## src/hdl/tmpc_pkg.sv

```systemverilog
// Shared types and constants for the thruster mixer position controller.
// Used by tmpc_mul, tmpc_core and the top level; depends on nothing else.
package tmpc_pkg;

	// Axis and thruster counts.
	localparam int NUM_AXES = 3;
	localparam int NUM_THR  = 6;

	// Field widths.
	localparam int VEL_W  = 16;
	localparam int POS_W  = 32;
	localparam int GAIN_W = 16;
	localparam int CHAN_W = 3;
	localparam int TGT_W  = 14;
	localparam int AX_W   = 2;

	// Shared multiplier operand and product widths.
	localparam int MA_W = 34;
	localparam int MB_W = 18;
	localparam int MP_W = MA_W + MB_W;

	// Force term (Q.12) and speed sum widths.
	localparam int TERM_W = 37;
	localparam int SP_W   = 40;

	// Arithmetic constants.
	localparam int TENTH_Q16    = 6554;
	localparam int TGT_SCALE    = 1000;
	localparam int TGT_BASE_Q12 = 6000 * 4096;
	localparam logic [TGT_W-1:0] TGT_MAX = 14'h3FFF;
	localparam logic [7:0] CMD_OPCODE = 8'h84;

	// Input item kinds.
	typedef enum logic [1:0] {
		KIND_VEL  = 2'd0,
		KIND_TICK = 2'd1,
		KIND_POS  = 2'd2,
		KIND_MODE = 2'd3
	} kind_t;

	// Configuration register indexes.
	typedef enum logic [1:0] {
		REG_GAIN_X = 2'd0,
		REG_GAIN_Y = 2'd1,
		REG_GAIN_Z = 2'd2
	} cfg_reg_t;

	// Sequencer states.
	typedef enum logic [2:0] {
		ST_IDLE,
		ST_TICK_MUL,
		ST_TICK_ADD,
		ST_FRC_MUL,
		ST_FRC_STO,
		ST_TGT_MUL,
		ST_TGT_OUT
	} state_t;

	// One thruster result handed from the core to the output register.
	typedef struct packed {
		logic              valid;
		logic [CHAN_W-1:0] chan;
		logic [TGT_W-1:0]  target;
		logic              last;
	} res_t;

endpackage

```

## src/hdl/tmpc_mul.sv

```systemverilog
// Shared signed multiplier with a registered product.
// Depends on tmpc_pkg for the operand widths.
module tmpc_mul
	import tmpc_pkg::*;
(
	input  logic                   clk,
	input  logic signed [MA_W-1:0] a,
	input  logic signed [MB_W-1:0] b,
	output logic signed [MP_W-1:0] p_q
);

	// One product per cycle; the product is registered and appears in the cycle after its operands.
	always_ff @(posedge clk) begin
		p_q <= MP_W'(a) * MP_W'(b);
	end

endmodule

```

## src/hdl/tmpc_core.sv

```systemverilog
// Sequencer, controller state and datapath around the shared multiplier.
// Depends on tmpc_pkg and tmpc_mul.
module tmpc_core
	import tmpc_pkg::*;
(
	input  logic                     clk,
	input  logic                     arst_n,
	input  logic                     in_valid,
	output logic                     in_stall,
	input  logic [1:0]               kind,
	input  logic signed [VEL_W-1:0]  lin_x,
	input  logic signed [VEL_W-1:0]  lin_y,
	input  logic signed [VEL_W-1:0]  lin_z,
	input  logic signed [VEL_W-1:0]  ang_x,
	input  logic signed [VEL_W-1:0]  ang_y,
	input  logic signed [VEL_W-1:0]  ang_z,
	input  logic signed [POS_W-1:0]  pos_x,
	input  logic signed [POS_W-1:0]  pos_y,
	input  logic signed [POS_W-1:0]  pos_z,
	input  logic                     loop_on,
	input  logic signed [GAIN_W-1:0] gain_x,
	input  logic signed [GAIN_W-1:0] gain_y,
	input  logic signed [GAIN_W-1:0] gain_z,
	output res_t                     res,
	input  logic                     res_take
);

	state_t state_q, state_d;

	logic                    loop_closed_q;
	logic                    capture_pending_q;
	logic [AX_W-1:0]         idx_q;
	logic [CHAN_W-1:0]       k_q;
	logic [POS_W-1:0]        ref_pos_q  [NUM_AXES];
	logic [VEL_W-1:0]        ref_rate_q [NUM_AXES];
	logic [POS_W-1:0]        pos_q      [NUM_AXES];
	logic signed [TERM_W-1:0] term_q    [NUM_THR];

	logic                    accept;
	logic                    idx_last;
	logic                    k_last;
	logic signed [GAIN_W-1:0] gain_sel;
	logic [POS_W:0]          err;
	logic signed [SP_W-1:0]  sp_full;
	logic signed [MB_W-1:0]  sp_sat;
	logic signed [MA_W-1:0]  mul_a;
	logic signed [MB_W-1:0]  mul_b;
	logic signed [MP_W-1:0]  mul_p;
	logic [29:0]             tsum;
	logic [17:0]             tq;
	logic [TGT_W-1:0]        tgt;

	assign accept   = in_valid && (state_q == ST_IDLE);
	assign idx_last = (idx_q == AX_W'(NUM_AXES - 1));
	assign k_last   = (k_q == CHAN_W'(NUM_THR - 1));

	// Gain of the axis in work.
	always_comb begin
		unique case (idx_q)
			2'd0:    gain_sel = gain_x;
			2'd1:    gain_sel = gain_y;
			default: gain_sel = gain_z;
		endcase
	end

	// Position error in 33 bits, exact.
	assign err = {ref_pos_q[idx_q][POS_W-1], ref_pos_q[idx_q]}
		- {pos_q[idx_q][POS_W-1], pos_q[idx_q]};

	// Mixing of the six speed terms for thruster k.
	always_comb begin
		unique case (k_q)
			3'd0:    sp_full = SP_W'(term_q[2]) - SP_W'(term_q[3]) - SP_W'(term_q[4]);
			3'd1:    sp_full = -SP_W'(term_q[2]) - SP_W'(term_q[3]) + SP_W'(term_q[4]);
			3'd2:    sp_full = SP_W'(term_q[1]) + SP_W'(term_q[5]);
			3'd3:    sp_full = -(SP_W'(term_q[0]) <<< 1);
			3'd4:    sp_full = -SP_W'(term_q[1]) + SP_W'(term_q[5]);
			3'd5:    sp_full = SP_W'(term_q[2]) + SP_W'(term_q[3]);
			default: sp_full = '0;
		endcase
	end

	// Clamp the speed to 18 bits; anything outside already saturates the target.
	always_comb begin
		if (sp_full[SP_W-1:MB_W-1] == '0 || sp_full[SP_W-1:MB_W-1] == '1) begin
			sp_sat = sp_full[MB_W-1:0];
		end else if (sp_full[SP_W-1]) begin
			sp_sat = {1'b1, {(MB_W-1){1'b0}}};
		end else begin
			sp_sat = {1'b0, {(MB_W-1){1'b1}}};
		end
	end

	// Operand selection for the shared multiplier.
	always_comb begin
		mul_a = MA_W'(TGT_SCALE);
		mul_b = sp_sat;
		unique case (state_q)
			ST_TICK_MUL: begin
				mul_a = MA_W'($signed(ref_rate_q[idx_q]));
				mul_b = MB_W'(TENTH_Q16);
			end
			ST_FRC_MUL: begin
				mul_a = MA_W'($signed(err));
				mul_b = MB_W'(gain_sel);
			end
			default: begin
			end
		endcase
	end

	tmpc_mul u_mul (
		.clk (clk),
		.a   (mul_a),
		.b   (mul_b),
		.p_q (mul_p)
	);

	// Pulse target: 6000 plus the scaled speed, floored, then saturated.
	assign tsum = {mul_p[28], mul_p[28:0]} + 30'(TGT_BASE_Q12);
	assign tq   = tsum[29:12];

	always_comb begin
		if (tq[17]) begin
			tgt = '0;
		end else if (tq[16:TGT_W] != '0) begin
			tgt = TGT_MAX;
		end else begin
			tgt = tq[TGT_W-1:0];
		end
	end

	// State register.
	always_ff @(posedge clk or negedge arst_n) begin
		if (!arst_n) begin
			state_q <= ST_IDLE;
		end else begin
			state_q <= state_d;
		end
	end

	// Next state and handshake outputs.
	always_comb begin
		state_d    = state_q;
		in_stall   = 1'b1;
		res.valid  = 1'b0;
		res.chan   = k_q;
		res.target = tgt;
		res.last   = k_last;
		unique case (state_q)
			ST_IDLE: begin
				in_stall = 1'b0;
				if (in_valid) begin
					unique case (kind_t'(kind))
						KIND_VEL:  if (!loop_closed_q) state_d = ST_TGT_MUL;
						KIND_TICK: if (loop_closed_q) state_d = ST_TICK_MUL;
						KIND_POS:  if (loop_closed_q) state_d = ST_FRC_MUL;
						default:   state_d = ST_IDLE;
					endcase
				end
			end
			ST_TICK_MUL: state_d = ST_TICK_ADD;
			ST_TICK_ADD: state_d = idx_last ? ST_IDLE : ST_TICK_MUL;
			ST_FRC_MUL:  state_d = ST_FRC_STO;
			ST_FRC_STO:  state_d = idx_last ? ST_TGT_MUL : ST_FRC_MUL;
			ST_TGT_MUL:  state_d = ST_TGT_OUT;
			ST_TGT_OUT: begin
				res.valid = 1'b1;
				if (res_take) begin
					state_d = k_last ? ST_IDLE : ST_TGT_MUL;
				end
			end
			default: state_d = ST_IDLE;
		endcase
	end

	// Controller state: loop mode, references, rates and counters.
	always_ff @(posedge clk or negedge arst_n) begin
		if (!arst_n) begin
			loop_closed_q     <= 1'b0;
			capture_pending_q <= 1'b0;
			idx_q             <= '0;
			k_q               <= '0;
			for (int i = 0; i < NUM_AXES; i++) begin
				ref_pos_q[i]  <= '0;
				ref_rate_q[i] <= '0;
			end
		end else begin
			if (accept) begin
				idx_q <= '0;
				k_q   <= '0;
				unique case (kind_t'(kind))
					KIND_VEL: begin
						if (loop_closed_q) begin
							ref_rate_q[0] <= lin_x;
							ref_rate_q[1] <= lin_y;
							ref_rate_q[2] <= lin_z;
						end
					end
					KIND_POS: begin
						if (capture_pending_q) begin
							ref_pos_q[0]      <= pos_x;
							ref_pos_q[1]      <= pos_y;
							ref_pos_q[2]      <= pos_z;
							capture_pending_q <= 1'b0;
						end
					end
					KIND_MODE: begin
						loop_closed_q <= loop_on;
						if (loop_on) begin
							capture_pending_q <= 1'b1;
						end
					end
					default: begin
					end
				endcase
			end
			// Reference advance by a tenth of the rate, wrapping at 32 bits.
			if (state_q == ST_TICK_ADD) begin
				ref_pos_q[idx_q] <= ref_pos_q[idx_q] + mul_p[43:12];
				idx_q            <= idx_q + 1'b1;
			end
			if (state_q == ST_FRC_STO) begin
				idx_q <= idx_q + 1'b1;
			end
			if (state_q == ST_TGT_OUT && res_take) begin
				k_q <= k_q + 1'b1;
			end
		end
	end

	// Payload: measured position and the six speed terms.
	always_ff @(posedge clk) begin
		if (accept) begin
			pos_q[0] <= pos_x;
			pos_q[1] <= pos_y;
			pos_q[2] <= pos_z;
			if (kind_t'(kind) == KIND_VEL) begin
				// The command's y and z swap places in the mix.
				term_q[0] <= TERM_W'(lin_x);
				term_q[1] <= TERM_W'(lin_z);
				term_q[2] <= TERM_W'(lin_y);
				term_q[3] <= TERM_W'(ang_x);
				term_q[4] <= TERM_W'(ang_y);
				term_q[5] <= TERM_W'(ang_z);
			end else begin
				term_q[3] <= '0;
				term_q[4] <= '0;
				term_q[5] <= '0;
			end
		end
		// Proportional force, floored to Q.12.
		if (state_q == ST_FRC_STO) begin
			term_q[CHAN_W'(idx_q)] <= mul_p[48:12];
		end
	end

endmodule

```

## src/hdl/thruster_mixer_position_controller.sv

```systemverilog
// Thruster mixer position controller: gain registers, core and output register.
// Open-loop velocity item: after the accept cycle, each thruster in turn takes a
// multiply state and an output state on the one shared multiplier. Closed-loop
// position item: first a multiply and a store per axis for forces. Closed-loop
// tick: a multiply and an add per axis. Other items end at accept.
// Asynchronous reset clears references, rates and loop mode; gains reset to 1.0.
module thruster_mixer_position_controller
	import tmpc_pkg::*;
(
	input  logic                     clk,
	input  logic                     arst_n,
	input  logic                     cfg_we,
	input  logic [1:0]               cfg_index,
	input  logic [GAIN_W-1:0]        cfg_data,
	input  logic                     in_valid,
	output logic                     in_stall,
	input  logic [1:0]               kind,
	input  logic signed [VEL_W-1:0]  lin_x,
	input  logic signed [VEL_W-1:0]  lin_y,
	input  logic signed [VEL_W-1:0]  lin_z,
	input  logic signed [VEL_W-1:0]  ang_x,
	input  logic signed [VEL_W-1:0]  ang_y,
	input  logic signed [VEL_W-1:0]  ang_z,
	input  logic signed [POS_W-1:0]  pos_x,
	input  logic signed [POS_W-1:0]  pos_y,
	input  logic signed [POS_W-1:0]  pos_z,
	input  logic                     loop_on,
	output logic                     out_valid,
	input  logic                     out_stall,
	output logic [CHAN_W-1:0]        channel,
	output logic [TGT_W-1:0]         target,
	output logic [7:0]               cmd_byte,
	output logic [6:0]               target_low7,
	output logic [6:0]               target_high7,
	output logic                     last
);

	logic signed [GAIN_W-1:0] gain_x_q, gain_y_q, gain_z_q;
	res_t                     res;
	logic                     res_take;
	logic                     out_valid_q;
	logic [CHAN_W-1:0]        channel_q;
	logic [TGT_W-1:0]         target_q;
	logic                     last_q;

	// Gain registers.
	always_ff @(posedge clk or negedge arst_n) begin
		if (!arst_n) begin
			gain_x_q <= 16'sd256;
			gain_y_q <= 16'sd256;
			gain_z_q <= 16'sd256;
		end else if (cfg_we) begin
			unique case (cfg_reg_t'(cfg_index))
				REG_GAIN_X: gain_x_q <= cfg_data;
				REG_GAIN_Y: gain_y_q <= cfg_data;
				REG_GAIN_Z: gain_z_q <= cfg_data;
				default: begin
				end
			endcase
		end
	end

	tmpc_core u_core (
		.clk      (clk),
		.arst_n   (arst_n),
		.in_valid (in_valid),
		.in_stall (in_stall),
		.kind     (kind),
		.lin_x    (lin_x),
		.lin_y    (lin_y),
		.lin_z    (lin_z),
		.ang_x    (ang_x),
		.ang_y    (ang_y),
		.ang_z    (ang_z),
		.pos_x    (pos_x),
		.pos_y    (pos_y),
		.pos_z    (pos_z),
		.loop_on  (loop_on),
		.gain_x   (gain_x_q),
		.gain_y   (gain_y_q),
		.gain_z   (gain_z_q),
		.res      (res),
		.res_take (res_take)
	);

	// The output register takes a result when empty or when its transfer completes.
	assign res_take = res.valid && (!out_valid_q || !out_stall);

	always_ff @(posedge clk or negedge arst_n) begin
		if (!arst_n) begin
			out_valid_q <= 1'b0;
		end else if (res_take) begin
			out_valid_q <= 1'b1;
		end else if (!out_stall) begin
			out_valid_q <= 1'b0;
		end
	end

	always_ff @(posedge clk) begin
		if (res_take) begin
			channel_q <= res.chan;
			target_q  <= res.target;
			last_q    <= res.last;
		end
	end

	// Command packing.
	assign out_valid    = out_valid_q;
	assign channel      = channel_q;
	assign target       = target_q;
	assign cmd_byte     = CMD_OPCODE;
	assign target_low7  = target_q[6:0];
	assign target_high7 = target_q[13:7];
	assign last         = last_q;

endmodule

```

## config.mk

```make
export PLATFORM = sky130hd
export DESIGN_NAME = thruster_mixer_position_controller
export DESIGN_NICKNAME = d
export VERILOG_FILES = /design/src/hdl/tmpc_pkg.sv /design/src/hdl/tmpc_mul.sv /design/src/hdl/tmpc_core.sv /design/src/hdl/thruster_mixer_position_controller.sv
export SDC_FILE = /design/constraint.sdc
export NUM_CORES = 2
export LEC_CHECK = 0
export ABC_AREA = 1
export BUFFER_PORTS_ARGS = -buffer_cell sky130_fd_sc_hd__buf_2
export CAP_MARGIN = 10
export CORE_ASPECT_RATIO = 1.5
export CORE_MARGIN = 3
export CORE_UTILIZATION = 42
export CTS_CLUSTER_DIAMETER = 150
export DETAILED_ROUTE_END_ITERATION = 12
export SLEW_MARGIN = 20
export SYNTH_ARGS = -nofsm -noshare
export SYNTH_HDL_FRONTEND = slang
export SYNTH_SLANG_ARGS = --single-unit
```

## constraint.sdc

```tcl
create_clock -name clk -period 18.2 [get_ports clk]
set_input_delay 1.82 -clock clk [delete_from_list [all_inputs] [get_ports clk]]
set_output_delay 1.82 -clock clk [all_outputs]
set_load 0.05 [all_outputs]
```

=== After elaboration in Yosys (flattened, before gate mapping) ===
Memory sizes are Yosys's and may differ from the RTL's.
Index checks and enable logic that the tools add are counted.
Widths: inputs -> output; s select.

* Add/subtract/negate cells: 15
* Multipliers: 1
* Magnitude comparators: 2
* Eq/ne operators: 26
* Mux-type cells: 57
* Bitwise gates (word level): 4
* Reductions and logical operators: 26

{| class="wikitable"
|+ Operators with widths
! kind !! count
|-
| $mux 96 || 4
|-
| $pmux 40 s6 || 1
|-
| $mux 37 || 4
|-
| $bwmux 96 || 1
|-
| $mux 32 || 3
|-
| $add 40x37->40 || 2
|-
| $neg 37->40 || 2
|-
| $add 37x37->38 || 2
|-
| $pmux 34 s2 || 1
|-
| $bmux 32 s2 || 1
|-
| $demux 32 s2 || 1
|-
| $mul 34x18->49 || 1
|-
| $neg 38->40 || 1
|-
| $sub 40x37->40 || 1
|-
| $sub 38x37->39 || 1
|-
| $sub 37x37->38 || 1
|-
| $reduce_or 37->1 || 1
|-
| $mux 18 || 2
|-
| $pmux 18 s2 || 1
|-
| $sub 32x32->33 || 1
|-
| $add 32x32->32 || 1
|-
| $bmux 16 s2 || 1
|-
| $mux 16 || 2
|-
| $pmux 16 s2 || 1
|-
| other kinds (35) || 94
|}

* Register bits after elaboration: 270
* Memory bits (writable): 318
* Output and inout bits: 42
* Memories kept: 2

{| class="wikitable"
|+ Memories
! memory !! words !! bits a word !! rd ports !! clocked after Yosys merged registers in !! wr ports !! RTL line !! text
|-
| u_core.term_q || 6 || 37 || 6 || 0 || 6 || tmpc_core.sv:37 || <nowiki>logic signed [TERM_W-1:0] term_q [NUM_THR];</nowiki>
|-
| u_core.pos_q || 3 || 32 || 1 || 0 || 3 || tmpc_core.sv:36 || <nowiki>logic [POS_W-1:0] pos_q [NUM_AXES];</nowiki>
|}

=== Longest topological paths before layout ===
An unclocked memory read counts as a cell.

* Depth in word-level cells: 10
* Gate-level depth with buffers: 62

=== Modules after synthesis ===
Synthesis repeated with hierarchy kept, for this count alone.

* Cells, all modules: 10,095
* Area total of the unflattened synthesis: 69,550.5 um^2

{| class="wikitable"
|+ Modules (own cells, without submodules)
! module !! instances !! cells an instance !! area each (um^2) !! seq. area each (um^2)
|-
| tmpc_core || 1 || 6,574 || 42,599.6 || 11,981.5
|-
| tmpc_mul || 1 || 3,260 || 24,148.2 || 1,041.0
|-
| thruster_mixer_position_controller || 1 || 261 || 2,802.7 || 1,770.4
|}

=== Worst setup path after synthesis ===
OpenSTA, ideal clock, no wires.

* Path type: register to register
* Start: memory u_core.term_q[4][35]
* End: register u_core.u_mul.p_q[45]
* Arrival time: 10.599 ns
* Required time: 18.128 ns
* Path slack: 7.530 ns
* Cell stages (with the launch flop): 43
* Clock period less this slack: 10.670 ns
* Cell sequence: dfxtp_1 -> inv_1 -> fa_1 -> ha_1 -> nand2_1 -> nand2_1 -> o21bai_1 -> a21oi_1 -> nand2_1 -> nand2_1 -> nand4_1 -> nand3_1 -> nand2_1 -> nor3_4 -> nand3_2 -> nor2_2 -> nand2_2 -> nand2_4 -> [... 7 more ...] -> fa_1 -> inv_1 -> ha_1 -> inv_1 -> fa_1 -> inv_1 -> fa_1 -> inv_1 -> fa_1 -> inv_1 -> ha_1 -> nand2_1 -> nor2_1 -> inv_1 -> nor4_1 -> a21oi_1 -> nand2_1 -> xor2_1

{| class="wikitable"
|+ RTL lines
! element !! RTL line !! text
|-
| start, declared || tmpc_core.sv:37 ||
|-
| end signal, assigned || tmpc_mul.sv:14 || <nowiki>p_q <= MP_W'(a) * MP_W'(b);</nowiki>
|-
| end, declared || tmpc_mul.sv:9 || <nowiki>output logic signed [MP_W-1:0] p_q</nowiki>
|}

==> results.sh <==
export IMPL_syn_cell_area_sq_um=65200
export IMPL_ys_ff_latch=534
export IMPL_finalSetupViolations=0
export IMPL_min_path_cells=0
export IMPL_area_delta_synth_final_pct=8.51
export IMPL_grt_use_total_pct=37.4
export IMPL_fin_crit_ps=12950
export IMPL_tns_ps=0
export IMPL_clock_skew_ps=46.9
export IMPL_grt_first_pass_wirelength_mm=426
export IMPL_floorplan_initialDensity_pct=42.4
export IMPL_htree_levels=2
export IMPL_cts_sinks=534
export IMPL_yosysUniqueCellTypes=67
export IMPL_cp_start_kind="register"
export IMPL_synthCells=9137
export IMPL_clockBufferDepth=3
export IMPL_vias=61300
export IMPL_synth_top_area_share_pct=19.4
export IMPL_reg2regPathDepth=47
export IMPL_cts_hold_buf=0
export IMPL_max_freq_mhz=77.2
export IMPL_yosysWarnings=0
export IMPL_grt_pass1_vias=61500
export IMPL_placeableCoreArea_sq_um=154000
export IMPL_drc=0
export IMPL_cpMaxStageDelayCell="o41ai_1"
export IMPL_postCtsSetupBuffers=0
export IMPL_grt_max_degree=86
export IMPL_dp_slack_ps=5590
export IMPL_cts_resized=0
export IMPL_synth_area_leader_cell="fa_1"
export IMPL_clk_pin_slew_ps=70
export IMPL_wire_per_inst_um=26.6
export IMPL_nNetsFinal=10500
export IMPL_ioPinCount=260
export IMPL_drv_slew=0
export IMPL_relSlewSlack_pct=14.6
export IMPL_r2r_slack_ps=5250
export IMPL_drt_vias_per_instance=5.39
export IMPL_core_rowCount=176
export IMPL_clk_latency_ps=720
export IMPL_rsz0062_at_grt="false"
export IMPL_rr_endpoint="u_core.u_mul.p_q[48]$_DFF_P_"
export IMPL_drt_total_wl_mm=303
export IMPL_ys_seq_area_share_pct=22.2
export IMPL_hold_end="channel[2]$_DFFE_PP_"
export IMPL_synth_enable_flop_cells=278
export IMPL_die_area_sq_um=160000
export IMPL_cts_buffers=59
export IMPL_critPathArrivalTime_ps=13550
export IMPL_drt_initial_drc_count=5590
export IMPL_die_x_um=328
export IMPL_hpwlAfterDp_mm=253
export IMPL_ant_nets=0
export IMPL_timing_rr_start="u_core.term_q[4][35]$_SDFFE_PP0P_"
export IMPL_root_buffer="clkbuf_16"
export IMPL_gr_total_overflow=0
export IMPL_cpPeakStageDelay_ps=1020
export IMPL_finalWorstSetupSlack_ps=5250
export IMPL_nFillCells=16100
export IMPL_drtPass1Iterations=6
export IMPL_place_port_buffers=251
export IMPL_place_congestion=1.01
export IMPL_min_path_type="register to register"
export IMPL_syn_area_per_cell_sq_um=7.14
export IMPL_yosys_top_cells_area="fa_1 (19%), nand2_1 (14%), edfxtp_1 (13%)"
export IMPL_drive_above_1_share_pct=6.63
export IMPL_critPathMaxFanout=26
export IMPL_yosys_most_used_dff="edfxtp_1"
export IMPL_cp_required_ps=18800
export IMPL_die_y_um=489
export IMPL_maxCapViolCount=0
export IMPL_cts_tree="done"
export IMPL_post_route_period_util_pct=71.1
export IMPL_end_kind="register"
export IMPL_grt_antenna_before_repair=23
export IMPL_hold_viol=0
export IMPL_cp_common_cell="nand2_1"
export IMPL_status="finished clean"
export IMPL_worstMarginPinSlew_ps=1260
export IMPL_critical_path_class="register to register"
export IMPL_async_flop_share_pct=38.0
export IMPL_hp_start="u_core.k_q[2]$_DFFE_PN0P_"
[final cells by class]
cell class                      count  area, sq um  share of cell area (%)
Tap cell                         2047         2560                    3.62
Antenna cell                       11         27.5                  0.0389
Clock inverter                     25          427                   0.603
Clock buffer                       87         1680                    2.38
Timing Repair Buffer              343         1960                    2.76
Multi-Input combinational cell   6494        42700                    60.4
Sequential cell                   534        14500                    20.5
Inverter                         1834         6890                    9.73
[worst max path at each step]
| stage | from | slack, ps | to |
|---|---|---|---|
| after floorplan | u_core.term_q[4][35]$_SDFFE_PP0P_ | 7530 | u_core.u_mul.p_q[45]$_DFF_P_ |
| after global placement | u_core.term_q[4][35]$_SDFFE_PP0P_ | 5690 | u_core.u_mul.p_q[47]$_DFF_P_ |
| after detailed placement | u_core.term_q[4][35]$_SDFFE_PP0P_ | 5590 | u_core.u_mul.p_q[48]$_DFF_P_ |
| after CTS | u_core.term_q[4][35]$_SDFFE_PP0P_ | 5600 | u_core.u_mul.p_q[48]$_DFF_P_ |
| after global routing | u_core.term_q[4][35]$_SDFFE_PP0P_ | 4630 | u_core.u_mul.p_q[48]$_DFF_P_ |
| final | u_core.term_q[4][35]$_SDFFE_PP0P_ | 5250 | u_core.u_mul.p_q[48]$_DFF_P_ |
[cell families after synthesis]
group	count (synthesis)	share of synthesized area (%)
simple gates	4003	24.9
xor+xnor	95	1.28
mux	76	1.23
compound gates	1264	10.5
other cells	2	0.0115
fa+ha+maj	1048	27.4
flops	534	22.2
buf+inv	2115	12.4
[synthesized netlist by cell type (all sizes together) (67+ instances only)]
library cell / instances
clkbuf: 194
fa: 633
inv: 1824
ha: 415
o21ai: 675
buf: 87
edfxtp: 278
xor2: 67
a21oi: 390
nand3: 437
nand2: 2464
nor2: 921
dfrtp: 200
[layout by cell type, fill, tap and decap left out, types with 17 or more instances in the layout]
cell type,n
a21oi_1,387
a31oi_1,30
buf_2,250
buf_4,92
clkbuf_1,18
clkbuf_16,59
dfrtp_1,199
dfxtp_1,52
edfxtp_1,278
fa_1,633
ha_1,415
inv_1,1797
inv_2,26
mux2_2,33
mux2i_1,43
nand2_1,2442
nand2_2,18
nand3_1,424
nand3b_1,22
nand4_1,57
nor2_1,876
nor2_2,35
nor3_1,47
o21a_1,27
o21ai_0,651
o21ai_1,17
o21bai_1,24
o31ai_1,42
or2_2,20
xnor2_1,28
xor2_1,67
[worst max-delay path: cells and delay by family, from the launching register on]
kind,cells,cell delay (ps)
flops,1,1010
simple gates,28,4310
compound gates,1,1020
buf+inv,9,1680
fa+ha+maj,9,4810
[flip-flops by register name, indices dropped and copies added, names as in the netlist]
signal / flops
u_core.term_q: 180
u_core.pos_q: 96
u_core.ref_pos_q: 96
u_core.ref_rate_q: 48
u_core.u_mul.p_q: 37
gain_x_q: 16
gain_y_q: 16
gain_z_q: 16
target: 14
channel: 3
u_core.k_q: 3
u_core.state_q: 3
u_core.idx_q: 2
last: 1
out_valid: 1
u_core.capture_pending_q: 1
u_core.loop_closed_q: 1
[per-layer routing]
| layer | routed length [um] | global-route usage, % | part of all wire [%] |
|---|---|---|---|
| met5 | 91 | 0 | 0.030 |
| met4 | 33600 | 33.5 | 11 |
| met3 | 16200 | 4.28 | 5.3 |
| met2 | 146000 | 64.4 | 48 |
| met1 | 107000 | 40.5 | 35 |
[metrics by stage]
stage                     instances  hold slack [ps]  util, %  instance area (sq um)
after floorplan                9143              448        -                  65200
after global placement        11300              463     44.6                  68600
after detailed placement      11300              470     44.6                  68600
after CTS                     11400              445     46.0                  70700
after global routing          11400              461     46.0                  70700
final                         11400              462     46.0                  70800
Power is not shown: default switching activity piles up to over one toggle a cycle in this logic, so the estimate is an artifact.
